==> src/design/touch_pad_state_merger_macros.svh <==
// Assertion macros for the touch pad state merger.
// Included by files that carry concurrent checks; no other dependencies.
`ifndef TOUCH_PAD_STATE_MERGER_MACROS_SVH
`define TOUCH_PAD_STATE_MERGER_MACROS_SVH

`ifndef SYNTHESIS
// Same-cycle implication, disabled while reset is asserted.
`define TPSM_ASSERT_IMPLIES(label, clk, rstn, ante, cons) \
    label: assert property (@(posedge clk) disable iff (!(rstn)) (ante) |-> (cons)) \
        else $error("tpsm check failed");
// Next-cycle implication, disabled while reset is asserted.
`define TPSM_ASSERT_NEXT(label, clk, rstn, ante, cons) \
    label: assert property (@(posedge clk) disable iff (!(rstn)) (ante) |=> (cons)) \
        else $error("tpsm check failed");
`else
`define TPSM_ASSERT_IMPLIES(label, clk, rstn, ante, cons)
`define TPSM_ASSERT_NEXT(label, clk, rstn, ante, cons)
`endif

`endif

==> src/design/tpsm_pkg.sv <==
// Shared types and constants for the touch pad state merger.
// No dependencies; used by every module of the block.
package tpsm_pkg;

    localparam int KIND_W    = 2;
    localparam int CFG_IDX_W = 2;
    localparam int CFG_DATA_W = 16;
    localparam int DZ_W      = 15;
    localparam int BTN_W     = 16;
    localparam int TRIG_W    = 8;
    localparam int AXIS_W    = 16;
    localparam int FINGER_W  = 4;
    localparam int CNT_W     = 32;

    localparam logic [DZ_W-1:0]  DEADZONE_RESET = 15'd7849;
    localparam logic [BTN_W-1:0] BUTTON_MASK_RESET = 16'hF3FF;

    // Configuration register indexes.
    localparam logic [CFG_IDX_W-1:0] CFG_DEADZONE    = 2'd0;
    localparam logic [CFG_IDX_W-1:0] CFG_BUTTON_MASK = 2'd1;

    typedef enum logic [KIND_W-1:0] {
        KIND_PUBLISH    = 2'd0,
        KIND_CLEAR      = 2'd1,
        KIND_MERGE      = 2'd2,
        KIND_SET_ENABLE = 2'd3
    } kind_t;

    typedef struct packed {
        logic [DZ_W-1:0]  deadzone;
        logic [BTN_W-1:0] button_mask;
    } cfg_t;

    // Pad state; axes are left_x, left_y, right_x, right_y from index 0.
    typedef struct packed {
        logic [BTN_W-1:0]           buttons;
        logic [TRIG_W-1:0]          left_trigger;
        logic [TRIG_W-1:0]          right_trigger;
        logic [3:0][AXIS_W-1:0]     axes;
    } pad_t;

    typedef struct packed {
        kind_t               kind;
        pad_t                pad;
        logic [FINGER_W-1:0] fingers_down;
        logic                enable_value;
    } item_t;

    typedef struct packed {
        logic [CNT_W-1:0] press;
        logic [CNT_W-1:0] leak;
        logic [CNT_W-1:0] publish;
        logic [CNT_W-1:0] clear;
    } stats_t;

    typedef struct packed {
        pad_t   pad;
        logic   contributed;
        stats_t stats;
    } result_t;

endpackage

==> src/design/tpsm_cfg_regs.sv <==
// Configuration registers (deadzone and button mask) of the touch pad merger.
// Depends on tpsm_pkg.
module tpsm_cfg_regs (
    input  logic                             aclk,
    input  logic                             aresetn,
    input  logic                             cfg_valid,
    output logic                             cfg_ready,
    input  logic [tpsm_pkg::CFG_IDX_W-1:0]   cfg_index,
    input  logic [tpsm_pkg::CFG_DATA_W-1:0]  cfg_data,
    output tpsm_pkg::cfg_t                   cfg
);
    import tpsm_pkg::*;

    logic [DZ_W-1:0]  deadzone_reg;
    logic [BTN_W-1:0] button_mask_reg;

    // Writes are always taken; unknown indexes are dropped.
    assign cfg_ready = 1'b1;

    always_ff @(posedge aclk) begin
        if (!aresetn) begin
            deadzone_reg    <= DEADZONE_RESET;
            button_mask_reg <= BUTTON_MASK_RESET;
        end else if (cfg_valid) begin
            case (cfg_index)
                CFG_DEADZONE:    deadzone_reg    <= cfg_data[DZ_W-1:0];
                CFG_BUTTON_MASK: button_mask_reg <= cfg_data[BTN_W-1:0];
                default: ;
            endcase
        end
    end

    assign cfg.deadzone    = deadzone_reg;
    assign cfg.button_mask = button_mask_reg;

endmodule

==> src/design/tpsm_core.sv <==
// Snapshot state, statistics counters and merge logic of the touch pad merger.
// Depends on tpsm_pkg; state advances when the top level moves an item on.
module tpsm_core (
    input  logic              aclk,
    input  logic              aresetn,
    input  logic              advance,
    input  tpsm_pkg::item_t   item,
    input  tpsm_pkg::cfg_t    cfg,
    output tpsm_pkg::result_t result
);
    import tpsm_pkg::*;

    localparam int POP_W = $clog2(BTN_W + 1);

    pad_t   held_reg, held_next;
    logic   published_reg, published_next;
    logic   enabled_reg, enabled_next;
    stats_t stats_reg, stats_next;

    logic [BTN_W-1:0] new_presses;
    logic [POP_W-1:0] press_count;
    logic             any_control;
    logic             held_any;
    logic             do_contrib;
    logic [AXIS_W-1:0] phys_axis [4];

    // Magnitude of a 16-bit two's complement value; the most negative maps to 0x8000.
    function automatic logic [AXIS_W-1:0] axis_mag(input logic [AXIS_W-1:0] v);
        return v[AXIS_W-1] ? (~v + 1'b1) : v;
    endfunction

    function automatic logic [CNT_W-1:0] sat_add(input logic [CNT_W-1:0] c,
                                                 input logic [POP_W-1:0] n);
        logic [CNT_W:0] sum;
        sum = {1'b0, c} + {{(CNT_W + 1 - POP_W){1'b0}}, n};
        return sum[CNT_W] ? {CNT_W{1'b1}} : sum[CNT_W-1:0];
    endfunction

    // Bits newly pressed against the stored snapshot, and their count.
    assign new_presses = item.pad.buttons & ~held_reg.buttons;

    always_comb begin
        press_count = '0;
        for (int i = 0; i < BTN_W; i++) begin
            press_count = press_count + POP_W'(new_presses[i]);
        end
    end

    assign any_control = (item.pad != '0);
    assign held_any    = (held_reg != '0);
    assign do_contrib  = enabled_reg && published_reg && held_any;

    // Physical axes with the deadzone applied when the snapshot takes part.
    always_comb begin
        for (int i = 0; i < 4; i++) begin
            if (do_contrib && (axis_mag(item.pad.axes[i]) < {1'b0, cfg.deadzone})) begin
                phys_axis[i] = '0;
            end else begin
                phys_axis[i] = item.pad.axes[i];
            end
        end
    end

    // Next state and the result of the current item.
    always_comb begin
        held_next      = held_reg;
        published_next = published_reg;
        enabled_next   = enabled_reg;
        stats_next     = stats_reg;
        result         = '0;

        case (item.kind)
            KIND_PUBLISH: begin
                stats_next.publish = sat_add(stats_reg.publish, POP_W'(1));
                if ((item.fingers_down == '0) && any_control) begin
                    stats_next.leak = sat_add(stats_reg.leak, POP_W'(1));
                    held_next       = '0;
                end else begin
                    stats_next.press  = sat_add(stats_reg.press, press_count);
                    held_next         = item.pad;
                    held_next.buttons = item.pad.buttons & cfg.button_mask;
                    published_next    = 1'b1;
                end
            end
            KIND_CLEAR: begin
                stats_next.clear = sat_add(stats_reg.clear, POP_W'(1));
                held_next        = '0;
            end
            KIND_SET_ENABLE: begin
                if (item.enable_value != enabled_reg) begin
                    enabled_next = item.enable_value;
                    if (!item.enable_value) begin
                        stats_next.clear = sat_add(stats_reg.clear, POP_W'(1));
                        held_next        = '0;
                    end
                end
            end
            KIND_MERGE: begin
                result.pad = item.pad;
                if (do_contrib) begin
                    result.contributed = 1'b1;
                    result.pad.buttons = item.pad.buttons | held_reg.buttons;
                    if (held_reg.left_trigger > item.pad.left_trigger) begin
                        result.pad.left_trigger = held_reg.left_trigger;
                    end
                    if (held_reg.right_trigger > item.pad.right_trigger) begin
                        result.pad.right_trigger = held_reg.right_trigger;
                    end
                    for (int i = 0; i < 4; i++) begin
                        if (axis_mag(held_reg.axes[i]) > axis_mag(phys_axis[i])) begin
                            result.pad.axes[i] = held_reg.axes[i];
                        end else begin
                            result.pad.axes[i] = phys_axis[i];
                        end
                    end
                end
            end
            default: ;
        endcase

        result.stats = stats_next;
    end

    // State registers move only when an item leaves the input stage.
    always_ff @(posedge aclk) begin
        if (!aresetn) begin
            held_reg      <= '0;
            published_reg <= 1'b0;
            enabled_reg   <= 1'b1;
            stats_reg     <= '0;
        end else if (advance) begin
            held_reg      <= held_next;
            published_reg <= published_next;
            enabled_reg   <= enabled_next;
            stats_reg     <= stats_next;
        end
    end

endmodule

==> src/design/touch_pad_state_merger.sv <==
// Touch pad state merger: keeps one touch overlay pad snapshot and merges it
// into physical pad requests. Every request (publish, clear, merge, set enable)
// gives exactly one result, which passes through the input register and then
// the result register. A new request is taken every cycle while results are
// being drained; throughput is one request per cycle while m_ready is high,
// through the single merge stage between the two registers. Counters
// saturate at all ones. Configuration writes are taken at once and must only
// be issued while no request is in flight.
// Depends on tpsm_pkg, tpsm_cfg_regs, tpsm_core and the assertion macro header.
`include "touch_pad_state_merger_macros.svh"

module touch_pad_state_merger (
    input  logic                             aclk,
    input  logic                             aresetn,

    input  logic                             cfg_valid,
    output logic                             cfg_ready,
    input  logic [tpsm_pkg::CFG_IDX_W-1:0]   cfg_index,
    input  logic [tpsm_pkg::CFG_DATA_W-1:0]  cfg_data,

    input  logic                             s_valid,
    output logic                             s_ready,
    input  logic [tpsm_pkg::KIND_W-1:0]      s_kind,
    input  logic [tpsm_pkg::BTN_W-1:0]       s_buttons,
    input  logic [tpsm_pkg::TRIG_W-1:0]      s_left_trigger,
    input  logic [tpsm_pkg::TRIG_W-1:0]      s_right_trigger,
    input  logic signed [tpsm_pkg::AXIS_W-1:0] s_left_x,
    input  logic signed [tpsm_pkg::AXIS_W-1:0] s_left_y,
    input  logic signed [tpsm_pkg::AXIS_W-1:0] s_right_x,
    input  logic signed [tpsm_pkg::AXIS_W-1:0] s_right_y,
    input  logic [tpsm_pkg::FINGER_W-1:0]    s_fingers_down,
    input  logic                             s_enable_value,

    output logic                             m_valid,
    input  logic                             m_ready,
    output logic [tpsm_pkg::BTN_W-1:0]       m_out_buttons,
    output logic [tpsm_pkg::TRIG_W-1:0]      m_out_left_trigger,
    output logic [tpsm_pkg::TRIG_W-1:0]      m_out_right_trigger,
    output logic signed [tpsm_pkg::AXIS_W-1:0] m_out_left_x,
    output logic signed [tpsm_pkg::AXIS_W-1:0] m_out_left_y,
    output logic signed [tpsm_pkg::AXIS_W-1:0] m_out_right_x,
    output logic signed [tpsm_pkg::AXIS_W-1:0] m_out_right_y,
    output logic                             m_contributed,
    output logic [tpsm_pkg::CNT_W-1:0]       m_press_total,
    output logic [tpsm_pkg::CNT_W-1:0]       m_leak_total,
    output logic [tpsm_pkg::CNT_W-1:0]       m_publish_total,
    output logic [tpsm_pkg::CNT_W-1:0]       m_clear_total
);
    import tpsm_pkg::*;

    cfg_t    cfg;
    item_t   in_item;
    item_t   in_reg;
    logic    in_valid_reg;
    result_t core_result;
    result_t out_reg;
    logic    out_valid_reg;
    logic    advance;

    // Pack the incoming request fields.
    always_comb begin
        in_item.kind              = kind_t'(s_kind);
        in_item.pad.buttons       = s_buttons;
        in_item.pad.left_trigger  = s_left_trigger;
        in_item.pad.right_trigger = s_right_trigger;
        in_item.pad.axes[0]       = s_left_x;
        in_item.pad.axes[1]       = s_left_y;
        in_item.pad.axes[2]       = s_right_x;
        in_item.pad.axes[3]       = s_right_y;
        in_item.fingers_down      = s_fingers_down;
        in_item.enable_value      = s_enable_value;
    end

    // The held request moves on when the result register is free or draining.
    assign advance = in_valid_reg && (!out_valid_reg || m_ready);
    assign s_ready = !in_valid_reg || advance;

    always_ff @(posedge aclk) begin
        if (!aresetn) begin
            in_valid_reg <= 1'b0;
        end else if (s_ready) begin
            in_valid_reg <= s_valid;
        end
    end

    always_ff @(posedge aclk) begin
        if (s_valid && s_ready) begin
            in_reg <= in_item;
        end
    end

    tpsm_cfg_regs u_cfg_regs (
        .aclk      (aclk),
        .aresetn   (aresetn),
        .cfg_valid (cfg_valid),
        .cfg_ready (cfg_ready),
        .cfg_index (cfg_index),
        .cfg_data  (cfg_data),
        .cfg       (cfg)
    );

    tpsm_core u_core (
        .aclk    (aclk),
        .aresetn (aresetn),
        .advance (advance),
        .item    (in_reg),
        .cfg     (cfg),
        .result  (core_result)
    );

    // Result register.
    always_ff @(posedge aclk) begin
        if (!aresetn) begin
            out_valid_reg <= 1'b0;
        end else if (advance) begin
            out_valid_reg <= 1'b1;
        end else if (m_ready) begin
            out_valid_reg <= 1'b0;
        end
    end

    always_ff @(posedge aclk) begin
        if (advance) begin
            out_reg <= core_result;
        end
    end

    assign m_valid             = out_valid_reg;
    assign m_out_buttons       = out_reg.pad.buttons;
    assign m_out_left_trigger  = out_reg.pad.left_trigger;
    assign m_out_right_trigger = out_reg.pad.right_trigger;
    assign m_out_left_x        = out_reg.pad.axes[0];
    assign m_out_left_y        = out_reg.pad.axes[1];
    assign m_out_right_x       = out_reg.pad.axes[2];
    assign m_out_right_y       = out_reg.pad.axes[3];
    assign m_contributed       = out_reg.contributed;
    assign m_press_total       = out_reg.stats.press;
    assign m_leak_total        = out_reg.stats.leak;
    assign m_publish_total     = out_reg.stats.publish;
    assign m_clear_total       = out_reg.stats.clear;

    // A stalled result is never overwritten by the next request.
    `TPSM_ASSERT_IMPLIES(a_no_overwrite, aclk, aresetn, out_valid_reg && !m_ready, !advance)
    // A request leaving the input stage always lands in the result register.
    `TPSM_ASSERT_NEXT(a_result_lands, aclk, aresetn, advance, out_valid_reg)
    // The press, clear and publish counters never go backwards from one result to the next.
    `TPSM_ASSERT_NEXT(a_counters_monotonic, aclk, aresetn, out_valid_reg && advance, (m_press_total >= $past(m_press_total)) && (m_clear_total >= $past(m_clear_total)) && (m_publish_total >= $past(m_publish_total)))

endmodule
==> config.mk <==
export PLATFORM = sky130hd
export DESIGN_NAME = touch_pad_state_merger
export DESIGN_NICKNAME = d
export VERILOG_FILES = /design/src/design/tpsm_pkg.sv /design/src/design/tpsm_cfg_regs.sv /design/src/design/tpsm_core.sv /design/src/design/touch_pad_state_merger.sv
export VERILOG_INCLUDE_DIRS = /design/src /design/src/design
export SDC_FILE = /design/constraint.sdc
export NUM_CORES = 1
export LEC_CHECK = 0
export BUFFER_PORTS_ARGS = -buffer_cell sky130_fd_sc_hd__buf_2
export CAP_MARGIN = 20
export CORE_AREA = 2 2 256 321
export DETAILED_ROUTE_END_ITERATION = 7
export DIE_AREA = 0 0 258 323
export PLACE_DENSITY = 0.61
export SKIP_LAST_GASP = 1
export SYNTH_ARGS = -nofsm -noshare
export SYNTH_HDL_FRONTEND = slang
export SYNTH_HIERARCHICAL = 1
export SYNTH_SLANG_ARGS = --single-unit
==> constraint.sdc <==
create_clock -name aclk -period 34.3 [get_ports aclk]
set_input_delay 1.715 -clock aclk [delete_from_list [all_inputs] [get_ports aclk]]
set_output_delay 1.715 -clock aclk [all_outputs]
set_load 0.02 [all_outputs]
==> results of run 1 <==
cell usage after synthesis, types with 62 or more instances:
library cell and number:
nand2_1 361, edfxtp_1 328, dfxtp_1 259, a21oi_1 212, xnor2_1 172, o21ai_0 160
ha_1 159, nor2_1 157, clkbuf_1 152, a22o_1 113, inv_1 95, nand3_1 90
a31oi_1 64, nor3_1 62
cell usage in the layout, fill, tap and decap left out, types with 68 or more instances in the layout:
master and instances:
dfxtp_1 259, ha_1 159, inv_1 95, xnor2_1 172
buf_2 352, o21ai_0 159, clkbuf_16 68, nand2_1 361
edfxtp_1 328, a22o_1 113, nand3_1 90, nor2_1 155
a21oi_1 209
cell type report:
type / count / area (µm²) / share of cell area
multi-input cells: 2302 / 15700 / 0.429
flip-flops and latches: 587 / 15000 / 0.411
repair buffers: 386 / 2050 / 0.0561
clock buffers: 96 / 1860 / 0.0507
well taps: 1071 / 1340 / 0.0366
inverters: 96 / 362 / 0.00988
clock inverters: 26 / 239 / 0.00653
diodes: 1 / 2.50 / 0.0000684
cell families (layout without fill, tap and decap cells):
logic type / count (synthesis) / count (layout) / share of synthesized area
muxes: 39 / 39 / 0.0125
and+or+nand+nor: 1026 / 1026 / 0.164
xor gates and xnor gates: 193 / 193 / 0.0529
other: 1 / 2 / 0.000117
adders and majority gates: 171 / 171 / 0.0698
buffers and inverters: 309 / 604 / 0.0406
AOI/OAI and AO/OA: 872 / 872 / 0.189
DFF: 587 / 587 / 0.471
power groups by stage:
| stage | clock [W] | combinational [W] | sequential (W) |
|---|---|---|---|
| after floorplan | 0 | 0.000131 | 0.000822 |
| after global placement | 0 | 0.000208 | 0.000813 |
| after detailed placement | 0 | 0.000210 | 0.000813 |
| after CTS | 0.000712 | 0.000212 | 0.000798 |
| after global routing | 0.000740 | 0.000235 | 0.000801 |
| final | 0.000692 | 0.000212 | 0.000798 |
layer usage:
metal / vias up / GRT usage / share of wire
met5: - / 0 / 0.0011
met4: 16 / 0.0696 / 0.026
met3: 154 / 0.0477 / 0.064
met2: 832 / 0.404 / 0.51
met1: 12600 / 0.275 / 0.40
li1: 12500 / - / -
worst max-delay path: stages, from the launching register on:
cell and delay (ns):
edfxtp_1 0.51, or4_1 0.64, or2_2 0.39, o31ai_1 0.32, xnor2_1 0.19, ha_1 0.28, a21o_1 0.17, a21oi_1 0.14
nand2_1 0.07, or3_1 0.66, or2_2 0.54, nand2_1 0.13, ha_1 0.16, nand2_1 0.16, o41ai_1 0.37, xnor2_1 0.17
nand2_1 0.08, ha_1 0.30, nand4_1 0.15, nor4_1 0.41, o21a_1 0.20, o31ai_2 0.07, buf_4 0.20, nor4_2 0.53
buf_4 0.31, a32oi_1 0.08, nand2_1 0.11
stage by stage:
step	cells	utilization	worst slack, ns
5_1_grt	4564	0.454	26.32
3_3_place_gp	4438	0.427	27.11
2_1_floorplan	3198	-	20.88
3_5_place_dp	4440	0.427	26.97
4_1_cts	4562	0.453	26.92
6_report	4565	0.454	26.80
path summary, 6_finish.rpt:
check	to	slack (ns)	depth (start not counted)
worst max register to register	m_out_right_x[11]	26.80	26
worst min-delay path	u_cfg_regs/deadzone_reg[8]	0.46	2
worst min register to register	u_cfg_regs/deadzone_reg[8]	0.46	2
worst max-delay path	m_out_right_x[11]	26.80	26
==> impl_metrics.toml, run 1 <==
[routing]
totalWireLength_mm = 97.4
drc_errors = 0
dr.pass1.iters = 5
num_vias = 26100
wl_per_cell_um = 21.3
drtIter0Drc = 2037
ant_nets = 0
vias_per_cell = 5.71

[floorplan]
fp.dieW_um = 258
fp.coreArea_um2 = 80700
num_rows = 117
chipHeight_um = 323
io_pins = 354
die_area_um2 = 83300
start_util = 0.396

[power_and_ir_drop]
p_total_w = 0.00170
p_switching_w = 0.000457
p_clk_frac = 0.406
power_switching_share = 0.269
power_density_nw_per_um2 = 46.5
seq_power_share = 0.469
p_int_w = 0.00124
comb_power_share = 0.125
peakVddDrop_mv = 0.0293
power.leakage_nw = 14.2

[timing]
fin_crit_sh = 0.219
hold_viol_final = 0
finalClockSkew_ns = 0.0362
max_freq_ghz = 0.133
slew_viol_final = 0
finalSetupViolations = 0
tns_ns = 0
rsz0062_at_grt = "false"
fin_crit_ns = 7.50
tightest_slew_ns = 1.12
max_slew_margin = 0.252
hold_ws_ns = 0.464

[setup_path]
crit_path_start = "in_reg[42]"
crit_path_end_kind = "flop"
worstPathMaxFanout = 17
worst_ep_required_time_ns = 34.75
path_class = "reg -> reg"
start_kind = "flop"
regToRegStartpoint = "in_reg[42]"
critPathArrivalTime_ns = 7.96

[place]
place_area_um2 = 34500
gp_congestion = 0.884
port_buffers = 352
dp_hpwl_mm = 69.3

[synthesis]
synth-seq-cells = 587
synth_top_cell_by_area = "edfxtp_1"
yosys-top-cells-area = "edfxtp_1 (31%), dfxtp_1 (16%), ha_1 (6.2%)"
synth_nets = 3495
syn_area_per_cell_um2 = 9.99
async_flop_share = 0
synth_enable_flop_cells = 328
synth_warnings = 6
synth_top_flop_cell = "edfxtp_1"
ys_types = 97
synth_top_area_frac = 0.308
synthCells = 3198
yosysSeqAreaShare = 0.471
netlist_area_um2 = 31900

[finish]
nets = 3736
fin_area_um2 = 36600
areaGrowthSynthToFinish_pct = 14.6
drive_above_1_share = 0.160
largest_reg_flops = 128
fillers = 7712

[cts]
numClockSinks = 587
clockRootBuffer = "clkbuf_16"
clk_pin_slew_worst_paths_ns = 0.06
ctsLongestPathBuffers = 3
postCtsResizedCells = 0
cts_tree = "done"
cts_buffers = 66
clk_latency_ns = 0.62
postCtsHoldBufs = 0
cts_setup_buffers = 0
htreeDepth = 3

[grt]
grt_util_all_layers = 0.227
grt_pass1_wl_mm = 148
gr-total-overflow = 0
grt_start_max_net_pins = 146
antenna_found_initial = 10
first_global_vias = 24600

[job]
cap_violations = 0

[min_path]
hold_start = "u_cfg_regs/deadzone_reg[8]"
min_path_type = "reg -> reg"

[status]
status = "finished clean"
No activity file was read; power rests on OpenSTA's default activity.
==> run 2, diff against run 1 <==
==> constraint.sdc (replaced) <==
create_clock -name aclk -period 7.8 [get_ports aclk]
set_input_delay 0.39 -clock aclk [delete_from_list [all_inputs] [get_ports aclk]]
set_output_delay 0.39 -clock aclk [all_outputs]
set_load 0.02 [all_outputs]
==> impl_metrics.toml, run 2 (same netlist as run 1, synthesis figures left out) <==
[timing]
max_slew_margin = 0.270
slew_viol_final = 0
fin_crit_ns = 7.12
tns_ns = 0
fin_crit_sh = 0.912
finalSetupViolations = 0
finalClockSkew_ns = 0.0300
rsz0062_at_grt = "false"
tightest_slew_ns = 1.09
max_freq_ghz = 0.141
hold_viol_final = 0

[floorplan]
fp.dieW_um = 258
num_rows = 117
die_area_um2 = 83300
io_pins = 354
fp.coreArea_um2 = 80700
start_util = 0.396
chipHeight_um = 323

[grt]
gr-total-overflow = 0
first_global_vias = 25600
grt_util_all_layers = 0.232
grt_pass1_wl_mm = 151
antenna_found_initial = 6
grt_start_max_net_pins = 92

[setup_path]
worstPathMaxFanout = 17
crit_family = "simple AND/OR/NAND/NOR gates"
slowest_stage = "or4_1"
cpMostUsedCell = "nand2_1"
max_stage_delay_ns = 0.63
r2r_slack_ns = 0.68
critPathArrivalTime_ns = 7.58
crit_path_end_kind = "flop"
crit_buf_inv = 2
worst_ep_required_time_ns = 8.26
path_class = "reg -> reg"
start_kind = "flop"

[finish]
final_common_cell = "nand2_1"
largest_reg_flops = 128
final_cell_mix = "nand2_1 (361), buf_2 (351), edfxtp_1 (328), dfxtp_1 (259), a21oi_1 (209)"
areaGrowthSynthToFinish_pct = 18.3
nets = 3839
fillers = 7574
fin_area_um2 = 37800
layout.area.seq_um2 = 15000
multiInputGateArea_um2 = 15700
drive_above_1_share = 0.160

[routing]
vias_per_cell = 5.66
wl_per_cell_um = 21.4
dr.pass1.iters = 8
num_vias = 26500
drc_errors = 0
totalWireLength_mm = 99.7
ant_nets = 0
drtIter0Drc = 1837

[min_path]
min_path_type = "in -> reg"

[power_and_ir_drop]
power_density_nw_per_um2 = 205
peakVddDrop_mv = 0.159
power.leakage_nw = 14.7

[status]
status = "finished clean"

[cts]
cts_buffers = 66
clk_pin_slew_worst_paths_ns = 0.06
clockRootBuffer = "clkbuf_16"
cts_setup_buffers = 0
cts_tree = "done"
clk_latency_ns = 0.62
ctsLongestPathBuffers = 3
htreeDepth = 3
numClockSinks = 587

[place]
place_area_um2 = 34500
port_buffers = 352
gp_congestion = 0.897
dp_hpwl_mm = 70.2

[job]
cap_violations = 0
-- run 2: cell types whose count changed in the layout (fill, tap and decap cells not counted), sizes merged --
cell,change
clkbuf,-13
clkinvlp,+1
clkinv,+5
bufinv,+6
dlygate4sd3,+100
buf,+3
inv,+1
diode,+3
-- run 2: routing by layer --
layer | global-route usage | share of wire
met1 | 0.279 | 0.41
met2 | 0.415 | 0.50
met3 | 0.0414 | 0.056
met4 | 0.0843 | 0.032
met5 | 0 | 0.00052
-- run 2: final timing paths --
path / from / endpoint / depth (start not counted)
worst min-delay path: s_buttons[0] / in_reg[85] / 1
worst max register to register: in_reg[42] / m_out_right_x[13] / 26
worst max-delay path: in_reg[42] / m_out_right_x[13] / 26
worst min register to register: u_cfg_regs/deadzone_reg[8] / u_cfg_regs/deadzone_reg[8] / 2
-- run 2: repair_timing --
action	4_1_cts	5_1_grt
hold endpoints to repair	100	0
hold buffers	100	0
endpoints found under the setup margin	0	0
resized for setup	0	0
-- run 2: where the power goes --
part,switching (W),internal (W)
logic,0.000599,0.000371
clock network,0.00133,0.00192
registers,0.000112,0.00339
total,0.00204,0.00569
-- run 2: stage by stage --
step,power (W),setup WS (ns),cells,utilization,hold WS [ns]
final,0.00773,0.684,4671,0.468,0.0394
after global routing,0.00804,0.211,4667,0.468,0.00610
after CTS,0.00781,0.723,4666,0.468,0.00571
after detailed placement,0.00450,0.733,4444,0.428,0.449
after global placement,0.00449,0.867,4444,0.428,0.442
after floorplan,0.00418,1.34,3198,-,0.435
-- run 2: final cells by class --
type	instances	share of cell area
inverters	96	0.00957
multi-input cells	2302	0.416
well taps	1071	0.0355
clock inverters	39	0.0122
clock buffers	83	0.0476
repair buffers	489	0.0809
flip-flops and latches	587	0.398
diodes	4	0.000265
